--- src/rtl/rsmt_pkg.sv ---
// ----------------------------------------------------------------------------
// rsmt_pkg
// Shared types and codes for the random-sample multiset table.
// ----------------------------------------------------------------------------
package rsmt_pkg;

    localparam int VALUE_W   = 32;
    localparam int STAMP_W   = 64;
    localparam int RAND_W    = 31;
    localparam int BIT_CNT_W = $clog2(RAND_W);

    // operation codes
    localparam logic [1:0] OP_INSERT = 2'd0;
    localparam logic [1:0] OP_REMOVE = 2'd1;
    localparam logic [1:0] OP_SAMPLE = 2'd2;

    // status codes
    localparam logic [1:0] STATUS_OK    = 2'd0;
    localparam logic [1:0] STATUS_FULL  = 2'd1;
    localparam logic [1:0] STATUS_EMPTY = 2'd2;

    typedef struct packed {
        logic [VALUE_W-1:0] value;
        logic [STAMP_W-1:0] stamp;
    } slot_t;

endpackage

--- src/rtl/rsmt_mod.sv ---
// ----------------------------------------------------------------------------
// rsmt_mod
// Bit-serial restoring remainder unit: one dividend bit per cycle.
// ----------------------------------------------------------------------------
module rsmt_mod
    import rsmt_pkg::*;
#(
    parameter int DIV_W = 7
) (
    input  logic              aclk,
    input  logic              aresetn,
    input  logic              start,
    input  logic [RAND_W-1:0] dividend,
    input  logic [DIV_W-1:0]  divisor,
    output logic              done,
    output logic [DIV_W-1:0]  remainder
);

    logic                 run_reg,  run_next;
    logic                 done_reg, done_next;
    logic [BIT_CNT_W-1:0] bit_reg,  bit_next;
    logic [RAND_W-1:0]    quo_reg,  quo_next;
    logic [DIV_W-1:0]     rem_reg,  rem_next;
    logic [DIV_W-1:0]     dsr_reg,  dsr_next;
    logic [DIV_W:0]       trial;
    logic [DIV_W:0]       diff;

    assign trial = {rem_reg, quo_reg[RAND_W-1]};
    assign diff  = trial - {1'b0, dsr_reg};

    always_comb begin
        run_next  = run_reg;
        done_next = 1'b0;
        bit_next  = bit_reg;
        quo_next  = quo_reg;
        rem_next  = rem_reg;
        dsr_next  = dsr_reg;
        if (start) begin
            run_next = 1'b1;
            bit_next = '0;
            quo_next = dividend;
            rem_next = '0;
            dsr_next = divisor;
        end else if (run_reg) begin
            // shift in the next dividend bit, subtract when it fits
            quo_next = {quo_reg[RAND_W-2:0], 1'b0};
            if (trial >= {1'b0, dsr_reg}) begin
                rem_next = diff[DIV_W-1:0];
            end else begin
                rem_next = trial[DIV_W-1:0];
            end
            bit_next = bit_reg + 1'b1;
            if (bit_reg == BIT_CNT_W'(RAND_W - 1)) begin
                run_next  = 1'b0;
                done_next = 1'b1;
            end
        end
    end

    always_ff @(posedge aclk) begin
        if (!aresetn) begin
            run_reg  <= 1'b0;
            done_reg <= 1'b0;
        end else begin
            run_reg  <= run_next;
            done_reg <= done_next;
        end
        bit_reg <= bit_next;
        quo_reg <= quo_next;
        rem_reg <= rem_next;
        dsr_reg <= dsr_next;
    end

    assign done      = done_reg;
    assign remainder = rem_reg;

endmodule

--- config.mk ---
export PLATFORM = sky130hd
export DESIGN_NAME = rsmt_mod
export DESIGN_NICKNAME = d
export VERILOG_FILES = /design/src/rtl/rsmt_pkg.sv /design/src/rtl/rsmt_mod.sv
export SDC_FILE = /design/constraint.sdc
export NUM_CORES = 1
export LEC_CHECK = 0
export BUFFER_PORTS_ARGS = -buffer_cell sky130_fd_sc_hd__buf_2
export CORE_MARGIN = 4
export CORE_UTILIZATION = 49
export DETAILED_ROUTE_END_ITERATION = 8
export GPL_TIMING_DRIVEN = 0
export PLACE_DENSITY = 0.75
export SYNTH_ARGS = -nofsm -noshare
export SYNTH_HDL_FRONTEND = slang
export SYNTH_SLANG_ARGS = --single-unit
--- constraint.sdc ---
create_clock -name aclk -period 1.8 [get_ports aclk]
set_clock_uncertainty 0.05 [all_clocks]
set_input_delay 0.18 -clock aclk [delete_from_list [all_inputs] [get_ports aclk]]
set_output_delay 0.18 -clock aclk [all_outputs]
set_load 0.02 [all_outputs]
==> reports/results.ini, run 1 <==
[synthesis]
async_reset_ff_frac = 0
yosys.area.top_type_share = 0.450
synth_top_area_cell = edfxtp_1
yosysMostFrequentCell = edfxtp_1
yosysWarnings = 0
synth.distinct_cells = 45
synth_cells = 201
syn-cell-area_um2 = 2540
synth_edf_count = 38
syn_nets = 252
synth_common_cells = edfxtp_1 (38), mux2_2 (30), dfxtp_1 (14), nor2_1 (14), inv_1 (11)
seq_area_frac_synth = 0.560
synth_ff_type = edfxtp_1
synth.area.top_cells = edfxtp_1 (45%), mux2_2 (13%), dfxtp_1 (11%)
synth_area_per_cell_um2 = 12.6
ys_ff_latch = 52

[global_routing]
grt_pass1_vias = 1765
grt_overflow = 0
grt_use_total = 0.167
grt_max_degree = 33
grt_pass1_wl_um = 8120
antenna_found_initial = 0

[layout]
largest_reg_flops = 31
final_area_um2 = 3150
n_antenna_cell = 0
fin_cells = 333
post-route-util = 0.646
drive_gt1_frac = 0.414
fillerInstances = 392
seq_area_um2 = 1420
multi_input_area_um2 = 1110
area_delta_synth_final_pct = 24.3
final_nets = 316

[routing]
drt_iter0_drc = 142
wl_um = 5150
num_vias = 1783
route.detailed.wl_per_inst_um = 15.5
firstDrtPassIters = 5
postRouteAntennaNets = 0
drc = 0
via_per_inst = 5.35

[pwr]
peakVddDrop_mv = 0.486
total_power_mw = 2.83
p_per_area_nw_per_um2 = 896
leakagePower_nw = 1.25

[floorplan]
rows = 25
core_um2 = 4880
chipWidth_um = 79.9
start_util = 0.520
boundaryPins = 49
die_h_um = 79.9
die_area_um2 = 6390

[placement]
io_buffers = 48
place_inst = 316
dp_slack_ns = -0.248
dp_hpwl_um = 3370
detailed_place.area_um2 = 2870
gp_congestion = 0.724

[clock_tree]
clock_path_buffers = 2
root_buffer = clkbuf_8
clock_sinks = 52
cts_tree = yes
clk_latency_ns = 0.31
cts-htree-levels = 2
numCtsBuffers = 5
clkTransAtPathRegs_ns = 0.10

[critical_path]
worstPathArrival_ns = 2.10
path_max_fanout = 7
path_buf_inv = 2
crit_slowest_cell = edfxtp_1
crit_chain = inv_1, ha_2, inv_2, fa_2, nand3_4, a31o_4, nand3_2, a311oi_1
cpPeakStageDelay_ns = 0.44
worstSetupStartpointType = flip-flop
crit_family = adder cells
critPathKind = flip-flop to flip-flop
end_kind = flip-flop
required_ns = 1.96

[timing]
worst_pin_slew_ns = 0.522
setup_violations = 6
final_max_slew_viol_count = 0
fmax_ghz = 0.514
fin_crit_sh = 1.08
rsz0062_at_grt = true
fin_ws_ns = -0.144
max-slew-margin-rel = 0.652
finalHoldViolCount = 0
period_minus_slack_ns = 1.94

[run_status]
violations = setup timing
status = complete, but fails checks

[hold_path]
hp-class = input port to flip-flop

[job]
maxCapViolCount = 0

## layer usage
layer	part of all wire	GRT usage
met1	0.44	0.215
met2	0.48	0.264
met3	0.044	0.0327
met4	0.030	0.0929
met5	0	0
## path summary, 6_finish.rpt
| kind | start | endpoint | slack, ns | cells past startpoint |
|---|---|---|---|---|
| hold reg to reg | bit_reg[1] | bit_reg[1] | 0.47 | 2 |
| setup / recovery | quo_reg[30] | remainder[1] | -0.14 | 8 |
| setup reg to reg | quo_reg[30] | remainder[1] | -0.14 | 8 |
| hold / removal | divisor[5] | dsr_reg[5] | 0.01 | 1 |
## metrics by stage
stage          hold slack, ns  TNS (ns)
2_1_floorplan           0.229  -0.00157
3_3_place_gp            0.307     -6.87
3_5_place_dp            0.308     -8.55
4_1_cts               0.00804    -0.483
5_1_grt               0.00595     -1.25
6_report               0.0134    -0.610
## worst register-to-register path, cell delays in order, from the launching register on
cell      delay, ns
edfxtp_1       0.44
inv_1          0.08
ha_2           0.18
inv_2          0.04
fa_2           0.37
nand3_4        0.10
a31o_4         0.22
nand3_2        0.09
a311oi_1       0.27
## cell type report
class	count	share of cell area
Sequential cell	52	0.451
Multi-Input combinational cell	129	0.352
Timing Repair Buffer	57	0.104
Tap cell	67	0.0266
Clock buffer	6	0.0230
Clock inverter	2	0.0190
Inverter	11	0.0131
Buffer	9	0.0119
## placed cells by master (no fill, tap or decap), types with 4 or more instances in the layout
cell / instances
buf_2: 51
mux2_2: 30
dlygate4sd3_1: 6
nand2_1: 9
clkbuf_8: 5
nand4_1: 4
nand3_1: 4
nor2_1: 14
dfxtp_1: 13
a31oi_1: 4
edfxtp_1: 38
nor3b_1: 7
inv_1: 10
ha_1: 5
xnor2_1: 4
clkbuf_1: 6
## report_power, final
| part | switching [mW] | leakage (nW) | total (mW) | internal, mW |
|---|---|---|---|---|
| Clock | 0.384 | 0.0654 | 0.940 | 0.556 |
| Sequential | 0.0411 | 0.495 | 1.45 | 1.40 |
| Combinational | 0.221 | 0.692 | 0.441 | 0.220 |
| Total | 0.646 | 1.25 | 2.83 | 2.18 |
## cells by family after synthesis
| family | Yosys count | share of synthesized area |
|---|---|---|
| buffers and inverters | 20 | 0.0311 |
| xor gates and xnor gates | 7 | 0.0242 |
| DFF | 52 | 0.560 |
| adders and majority gates | 10 | 0.0523 |
| AOI/OAI and AO/OA | 28 | 0.0839 |
| muxes | 30 | 0.133 |
| and+or+nand+nor | 54 | 0.115 |
## what timing repair did
action                                 CTS  global route
setup endpoints to repair               38             7
buffers inserted                         3             0
resized for setup                        9             4
pin swaps                                3             3
hold buffers                             6             0
endpoints found under the hold margin    6             0
No activity file was read; power rests on OpenSTA's default activity.
==> run 2: changes to the inputs <==
--- a/config.mk
+++ b/config.mk
@@ -7,10 +7,11 @@
 export LEC_CHECK = 0
 export BUFFER_PORTS_ARGS = -buffer_cell sky130_fd_sc_hd__buf_2
 export CORE_MARGIN = 4
-export CORE_UTILIZATION = 49
+export CORE_UTILIZATION = 51
+export CTS_BUF_LIST = sky130_fd_sc_hd__clkbuf_8
 export DETAILED_ROUTE_END_ITERATION = 8
 export GPL_TIMING_DRIVEN = 0
-export PLACE_DENSITY = 0.75
+export PLACE_DENSITY = 0.77
 export SYNTH_ARGS = -nofsm -noshare
 export SYNTH_HDL_FRONTEND = slang
 export SYNTH_SLANG_ARGS = --single-unit
==> run 2 against run 1 <==
  * The flow still finishes with violations (setup timing)
  * Total power fell by 3.4%
  * Utilization is 1.7 points higher
  * Global-route usage shrank 1.1 points
  * Design area grew 0.71%
  * Count of clock-buffer cells in the layout decreased by 1
  * Flip-flop and latch count stayed put
  * Via count up 0.34%
==> reports/results.ini, run 2 (synthesis results as in run 1) <==
[critical_path]
r2r_slack_ns = -0.12  ; was -0.14 ns
worstSetupStartpointType = flip-flop  ; unchanged
r2r_end = remainder[2]  ; was remainder[1]
required_ns = 1.97  ; was 1.96 ns
end_kind = flip-flop  ; unchanged
r2r-start = quo_reg[30]  ; unchanged
rr_worst_depth = 8  ; unchanged
worstPathArrival_ns = 2.09  ; was 2.10 ns
path_max_fanout = 3  ; was 7
critPathKind = flip-flop to flip-flop  ; unchanged

[timing]
final_max_slew_viol_count = 0  ; unchanged
whs_ns = 0.0520  ; was 0.0134 ns
fin_ws_ns = -0.123  ; was -0.144 ns
fin_crit_sh = 1.07  ; was 1.08
max-slew-margin-rel = 0.650  ; was 0.652
finalHoldViolCount = 0  ; unchanged
worst_pin_slew_ns = 0.524  ; was 0.522 ns
fmax_ghz = 0.520  ; was 0.514 GHz
period_minus_slack_ns = 1.92  ; was 1.94 ns
rsz0062_at_grt = true  ; unchanged
setup_violations = 6  ; unchanged

[clock_tree]
clock_path_buffers = 2  ; unchanged
clock_sinks = 52  ; unchanged
clk_latency_ns = 0.31  ; about the same
cts_tree = yes  ; unchanged
cts-htree-levels = 2  ; unchanged
numCtsBuffers = 5  ; unchanged
root_buffer = clkbuf_8  ; unchanged
clkTransAtPathRegs_ns = 0.09  ; was 0.10 ns

[hold_path]
min_path_cells = 3  ; was 1
hold_path_end = run_reg  ; was dsr_reg[5]
hp-class = input port to flip-flop  ; unchanged
min_from = aresetn  ; was divisor[5]

[layout]
area_delta_synth_final_pct = 25.2  ; was 24.3%
drive_gt1_frac = 0.415  ; was 0.414
fillerInstances = 384  ; was 392
largest_reg_flops = 31  ; unchanged
post-route-util = 0.664  ; was 0.646
n_antenna_cell = 0  ; unchanged
layout_common_cells = buf_2 (51), edfxtp_1 (38), mux2_2 (30), nor2_1 (14), dfxtp_1 (13)  ; unchanged
layout_commonest_cell = buf_2  ; unchanged
final_nets = 320  ; was 316

[global_routing]
antenna_found_initial = 0  ; unchanged
grt_pass1_wl_um = 7400  ; was 8120 um
grt_overflow = 0  ; unchanged
grt_max_degree = 33  ; unchanged
grt_pass1_vias = 1561  ; was 1765
grt_use_total = 0.156  ; was 0.167

[pwr]
p_per_area_nw_per_um2 = 860  ; was 896 nW/um2
leakagePower_nw = 1.27  ; was 1.25 nW
peakVddDrop_mv = 0.741  ; was 0.486 mV

[routing]
highest_layer = met4  ; unchanged
route.detailed.wl_per_inst_um = 15.1  ; was 15.5 um
num_vias = 1789  ; was 1783
wl_met1_um = 2210  ; was 2290 um
wl_um = 5090  ; was 5150 um
firstDrtPassIters = 4  ; was 5
postRouteAntennaNets = 0  ; unchanged
dr_wl_met2_um = 2570  ; was 2470 um
via_per_inst = 5.31  ; was 5.35
drt_iter0_drc = 128  ; was 142
drc = 0  ; unchanged
met3_length_um = 224  ; was 229 um

[placement]
io_buffers = 48  ; unchanged
dp_slack_ns = -0.188  ; was -0.248 ns
dp_hpwl_um = 3370  ; about the same
gp_congestion = 0.785  ; was 0.724

[floorplan]
boundaryPins = 49  ; unchanged
start_util = 0.530  ; was 0.520
core_um2 = 4790  ; was 4880 um2
rows = 25  ; unchanged
die_h_um = 78.5  ; was 79.9 um
die_area_um2 = 6170  ; was 6390 um2
chipWidth_um = 78.5  ; was 79.9 um

[run_status]
violations = setup timing  ; unchanged
status = complete, but fails checks  ; unchanged

[job]
maxCapViolCount = 0  ; unchanged

## run 2: changes by cell type in the layout (fill, tap and decap cells not counted)
cell           change
ha_4               +2
inv_6              +1
inv_2              +1
bufinv_16          -1
a31oi_1            +1
dlygate4sd3_1      +1
a31oi_2            -1
clkbuf_1           -1
ha_1               +1
buf_4              +3
ha_2               -3
## run 2: how the worst max path moves through the flow
stage                      from            to  slack, ns
CTS                 quo_reg[30]  remainder[2]      -0.15
floorplan           quo_reg[30]  remainder[2]     -0.002
global route        quo_reg[30]  remainder[6]      -0.20
detailed placement        start    quo_reg[7]      -0.19
global placement          start    quo_reg[7]      -0.18
finish              quo_reg[30]  remainder[2]      -0.12
## run 2: routing by layer
metal  global-route usage  vias up
met5                    0        -
met4               0.0524        0
met2                0.246       39
li1                     -      882
met3               0.0413        9
met1                0.210      859
## run 2: through the flow
| step | cell area [um2] | instances | power (mW) | TNS [ns] |
|---|---|---|---|---|
| detailed placement | 2870 | 316 | 1.87 | -6.36 |
| CTS | 3070 | 331 | 2.69 | -0.505 |
| floorplan | 2550 | 201 | 1.75 | -0.00157 |
| global route | 3180 | 337 | 2.85 | -1.03 |
| finish | 3180 | 337 | 2.73 | -0.519 |
| global placement | 2870 | 316 | 1.85 | -6.25 |
## run 2: cell type report
cell class / instances / area (um2) / area share
Tap cell: 67 / 83.8 / 0.0264
Clock buffer: 5 / 68.8 / 0.0217
Timing Repair Buffer: 61 / 359 / 0.113
Buffer: 9 / 37.5 / 0.0118
Sequential cell: 52 / 1420 / 0.448
Clock inverter: 3 / 42.5 / 0.0134
Inverter: 11 / 41.3 / 0.0130
Multi-Input combinational cell: 129 / 1120 / 0.353
## run 2: worst max-delay path: stages (launching register included)
cell and delay (ns):
edfxtp_1 0.44, inv_2 0.09, ha_4 0.12, inv_2 0.03
fa_2 0.37, nand3_4 0.11, a31oi_4 0.11, or4_1 0.41
o311ai_1 0.09
## run 2: repair_timing
item,4_1_cts,5_1_grt
setup buffers,1,5
pin swaps,1,2
gates resized for setup,3,11
endpoints found under the hold margin,6,1
hold buffers,6,1
setup endpoints to repair,37,7
## run 2: where the power goes
part,internal (mW),switching [mW],leakage [nW],total (mW)
clock,0.415,0.394,0.0599,0.809
sequential,1.41,0.0440,0.495,1.45
combinational,0.240,0.231,0.714,0.472
==> run 3: changes to the inputs <==
--- a/config.mk
+++ b/config.mk
@@ -5,6 +5,7 @@
 export SDC_FILE = /design/constraint.sdc
 export NUM_CORES = 1
 export LEC_CHECK = 0
+export ABC_AREA = 1
 export BUFFER_PORTS_ARGS = -buffer_cell sky130_fd_sc_hd__buf_2
 export CORE_MARGIN = 4
 export CORE_UTILIZATION = 51
==> run 3 against run 2 <==
  * The run now ends clean
  * Design area is 2.5% lower
  * Sequential share of layout area is 1.1 points higher
  * Clock power is 19% lower
  * Largest cell class unchanged
  * Die area hardly changed
  * Synthesized cell count is 42% higher
  * Utilization is 1.2 points lower
  * First-iteration DRC count is 53% lower
  * Register-to-register slack better by 0.13 ns
  * Wire length is 4.7% lower
  * Area after synthesis hardly changed
  * Sequential power hardly changed
  * Flip-flop and latch count stayed put
==> reports/results.ini, run 3 <==
[synthesis]
synth_area_per_cell_um2 = 8.86  ; was 12.6 um2
synth_cells = 286  ; was 201
synth_edf_count = 38  ; unchanged
synth_common_cells = nand2_1 (127), edfxtp_1 (38), inv_1 (31)  ; was edfxtp_1 (38), mux2_2 (30), dfxtp_1 (14), nor2_1 (14), inv_1 (11)
syn_nets = 337  ; was 252
synth.area.top_cells = edfxtp_1 (45%), nand2_1 (19%), dfxtp_1 (11%)  ; was edfxtp_1 (45%), mux2_2 (13%), dfxtp_1 (11%)
synth_top_area_cell = edfxtp_1  ; unchanged
synth_ff_type = edfxtp_1  ; unchanged
yosys.area.top_type_share = 0.450  ; about the same
yosysWarnings = 0  ; unchanged
async_reset_ff_frac = 0  ; unchanged
synth.distinct_cells = 29  ; was 45
syn-cell-area_um2 = 2530  ; was 2540 um2
ys_ff_latch = 52  ; unchanged
seq_area_frac_synth = 0.561  ; was 0.560
yosysMostFrequentCell = nand2_1  ; was edfxtp_1

[critical_path]
startpoint = quo_reg[30]  ; unchanged
cpPeakStageDelay_ns = 0.38  ; was 0.44 ns
crit_end = remainder[3]  ; was remainder[2]
crit_slowest_cell = edfxtp_1  ; unchanged
worstPathArrival_ns = 1.97  ; was 2.09 ns
end_kind = flip-flop  ; unchanged
worstSetupStartpointType = flip-flop  ; unchanged
r2r_end = remainder[3]  ; was remainder[2]
critPathKind = flip-flop to flip-flop  ; unchanged
path_max_fanout = 8  ; was 3
r2r_slack_ns = 0.008  ; was -0.12 ns
crit_chain = inv_2, ha_4, inv_2, fa_2, nand2_2, nand2_2, nand2_2, nand2_2, nand2_4, nand2_8, nand2_1, nand3_1, o21ai_1  ; was inv_2, ha_4, inv_2, fa_2, nand3_4, a31oi_4, or4_1, o311ai_1
rr_worst_depth = 13  ; was 8
required_ns = 1.97  ; about the same
r2r-start = quo_reg[30]  ; unchanged
cpMostUsedCell = nand2_2  ; was inv_2

[layout]
layout_common_cells = nand2_1 (123), buf_2 (49), edfxtp_1 (38), inv_1 (30)  ; was buf_2 (51), edfxtp_1 (38), mux2_2 (30), nor2_1 (14), dfxtp_1 (13)
final_nets = 403  ; was 320
fillerInstances = 429  ; was 384
area_delta_synth_final_pct = 22.2  ; was 25.2%
drive_gt1_frac = 0.224  ; was 0.415
post-route-util = 0.651  ; was 0.664
n_antenna_cell = 0  ; unchanged
largest_reg_flops = 31  ; unchanged
layout_commonest_cell = nand2_1  ; was buf_2

[pwr]
peakVddDrop_mv = 0.535  ; was 0.741 mV
p_per_area_nw_per_um2 = 833  ; was 860 nW/um2
leakagePower_nw = 1.54  ; was 1.27 nW
total_power_mw = 2.58  ; was 2.73 mW

[routing]
drt_iter0_drc = 60  ; was 128
drc = 0  ; unchanged
route.detailed.wl_per_inst_um = 11.6  ; was 15.1 um
postRouteAntennaNets = 0  ; unchanged
dr_wl_met2_um = 2380  ; was 2570 um
via_per_inst = 4.73  ; was 5.31
wl_met1_um = 2190  ; was 2210 um
highest_layer = met4  ; unchanged
wl_um = 4850  ; was 5090 um
firstDrtPassIters = 4  ; unchanged
met3_length_um = 207  ; was 224 um
num_vias = 1986  ; was 1789

[global_routing]
grt_overflow = 0  ; unchanged
grt_pass1_wl_um = 7920  ; was 7400 um
grt_use_total = 0.162  ; was 0.156
antenna_found_initial = 0  ; unchanged
grt_max_degree = 19  ; was 33
grt_pass1_vias = 1871  ; was 1561

[clock_tree]
cts_tree = yes  ; unchanged
clkTransAtPathRegs_ns = 0.08  ; was 0.09 ns
clock_sinks = 52  ; unchanged
root_buffer = clkbuf_8  ; unchanged
cts-htree-levels = 2  ; unchanged
clk_latency_ns = 0.30  ; was 0.31 ns
clock_path_buffers = 2  ; unchanged
numCtsBuffers = 5  ; unchanged

[floorplan]
die_area_um2 = 6160  ; was 6170 um2
die_h_um = 78.5  ; about the same
start_util = 0.533  ; was 0.530
chipWidth_um = 78.5  ; about the same
boundaryPins = 49  ; unchanged
core_um2 = 4750  ; was 4790 um2
rows = 25  ; unchanged

[timing]
period_minus_slack_ns = 1.79  ; was 1.92 ns
finalHoldViolCount = 0  ; unchanged
fin_crit_sh = 0.996  ; was 1.07
rsz0062_at_grt = true  ; unchanged
whs_ns = 0.0675  ; was 0.0520 ns
setup_violations = 0  ; was 6
fin_ws_ns = 0.00751  ; was -0.123 ns
max-slew-margin-rel = 0.706  ; was 0.650
final_max_slew_viol_count = 0  ; unchanged
fmax_ghz = 0.558  ; was 0.520 GHz
worst_pin_slew_ns = 0.440  ; was 0.524 ns

[placement]
io_buffers = 48  ; unchanged
dp_slack_ns = -0.333  ; was -0.188 ns
dp_hpwl_um = 3460  ; was 3370 um
gp_congestion = 0.849  ; was 0.785

[job]
maxCapViolCount = 0  ; unchanged

[run_status]
status = completed  ; was complete, but fails checks

[hold_path]
hp-class = input port to flip-flop  ; unchanged

-- run 3: worst min-delay path by stage --
stage | from | end | slack (ns) | cells past startpoint
floorplan | divisor[0] | dsr_reg[0] | 0.23 | 0
global placement | divisor[4] | dsr_reg[4] | 0.31 | 1
detailed placement | divisor[2] | dsr_reg[2] | 0.31 | 1
CTS | divisor[3] | dsr_reg[3] | 0.0007 | 1
global route | aresetn | done | 0.07 | 3
finish | aresetn | done | 0.07 | 3
-- run 3: cell families after synthesis --
| logic type | after synthesis | share of synthesized area |
|---|---|---|
| simple gates | 169 | 0.285 |
| flops | 52 | 0.561 |
| buf+inv | 40 | 0.0637 |
| compound gates | 13 | 0.0306 |
| fa+ha+maj | 10 | 0.0523 |
| xor+xnor | 2 | 0.00691 |
-- run 3: metal layers --
metal / up-vias / GRT usage
met5: - / 0
met4: 0 / 0.0682
met3: 8 / 0.0218
met2: 40 / 0.286
met1: 890 / 0.199
li1: 1048 / -
-- run 3: what timing repair did --
item	in CTS	in global routing
setup buffers	3	0
hold buffers	3	4
endpoints found under the hold margin	3	4
setup endpoints to repair	39	7
pin swaps	6	5
gates resized for setup	10	4
gates cloned	1	0
-- run 3: cell type report --
class / instances / area (um2) / area share
repair buffers: 58 / 333 / 0.108
clock inverters: 2 / 7.51 / 0.00243
flip-flops and latches: 52 / 1420 / 0.459
inverters: 32 / 124 / 0.0400
plain buffers: 8 / 41.3 / 0.0133
repair inverters: 1 / 7.51 / 0.00243
clock buffers: 6 / 82.6 / 0.0267
multi-input cells: 194 / 995 / 0.321
well taps: 67 / 83.8 / 0.0271
-- run 3: through the flow --
step	setup TNS [ns]	area, um2	instances
after floorplan	0	2530	286
after global placement	-9.80	2860	401
after detailed placement	-11.70	2860	401
after CTS	-0.0301	3030	416
after global routing	-0.667	3100	420
final	0	3100	420
-- run 3: report_power, final --
| group | switching (mW) | total (mW) | internal (mW) |
|---|---|---|---|
| Combinational | 0.279 | 0.476 | 0.197 |
| Clock | 0.351 | 0.653 | 0.303 |
| Sequential | 0.0431 | 1.45 | 1.41 |
-- run 3: worst max-delay path, delay by kind of cell (launching register included) --
| kind | cells | cell delay (ns) |
|---|---|---|
| AO/OA/AOI/OAI | 1 | 0.08 |
| AND/OR/NAND/NOR | 8 | 0.60 |
| adder cells (fa/ha/maj) | 2 | 0.48 |
| buffers and inverters | 2 | 0.13 |
| flip-flops | 1 | 0.38 |
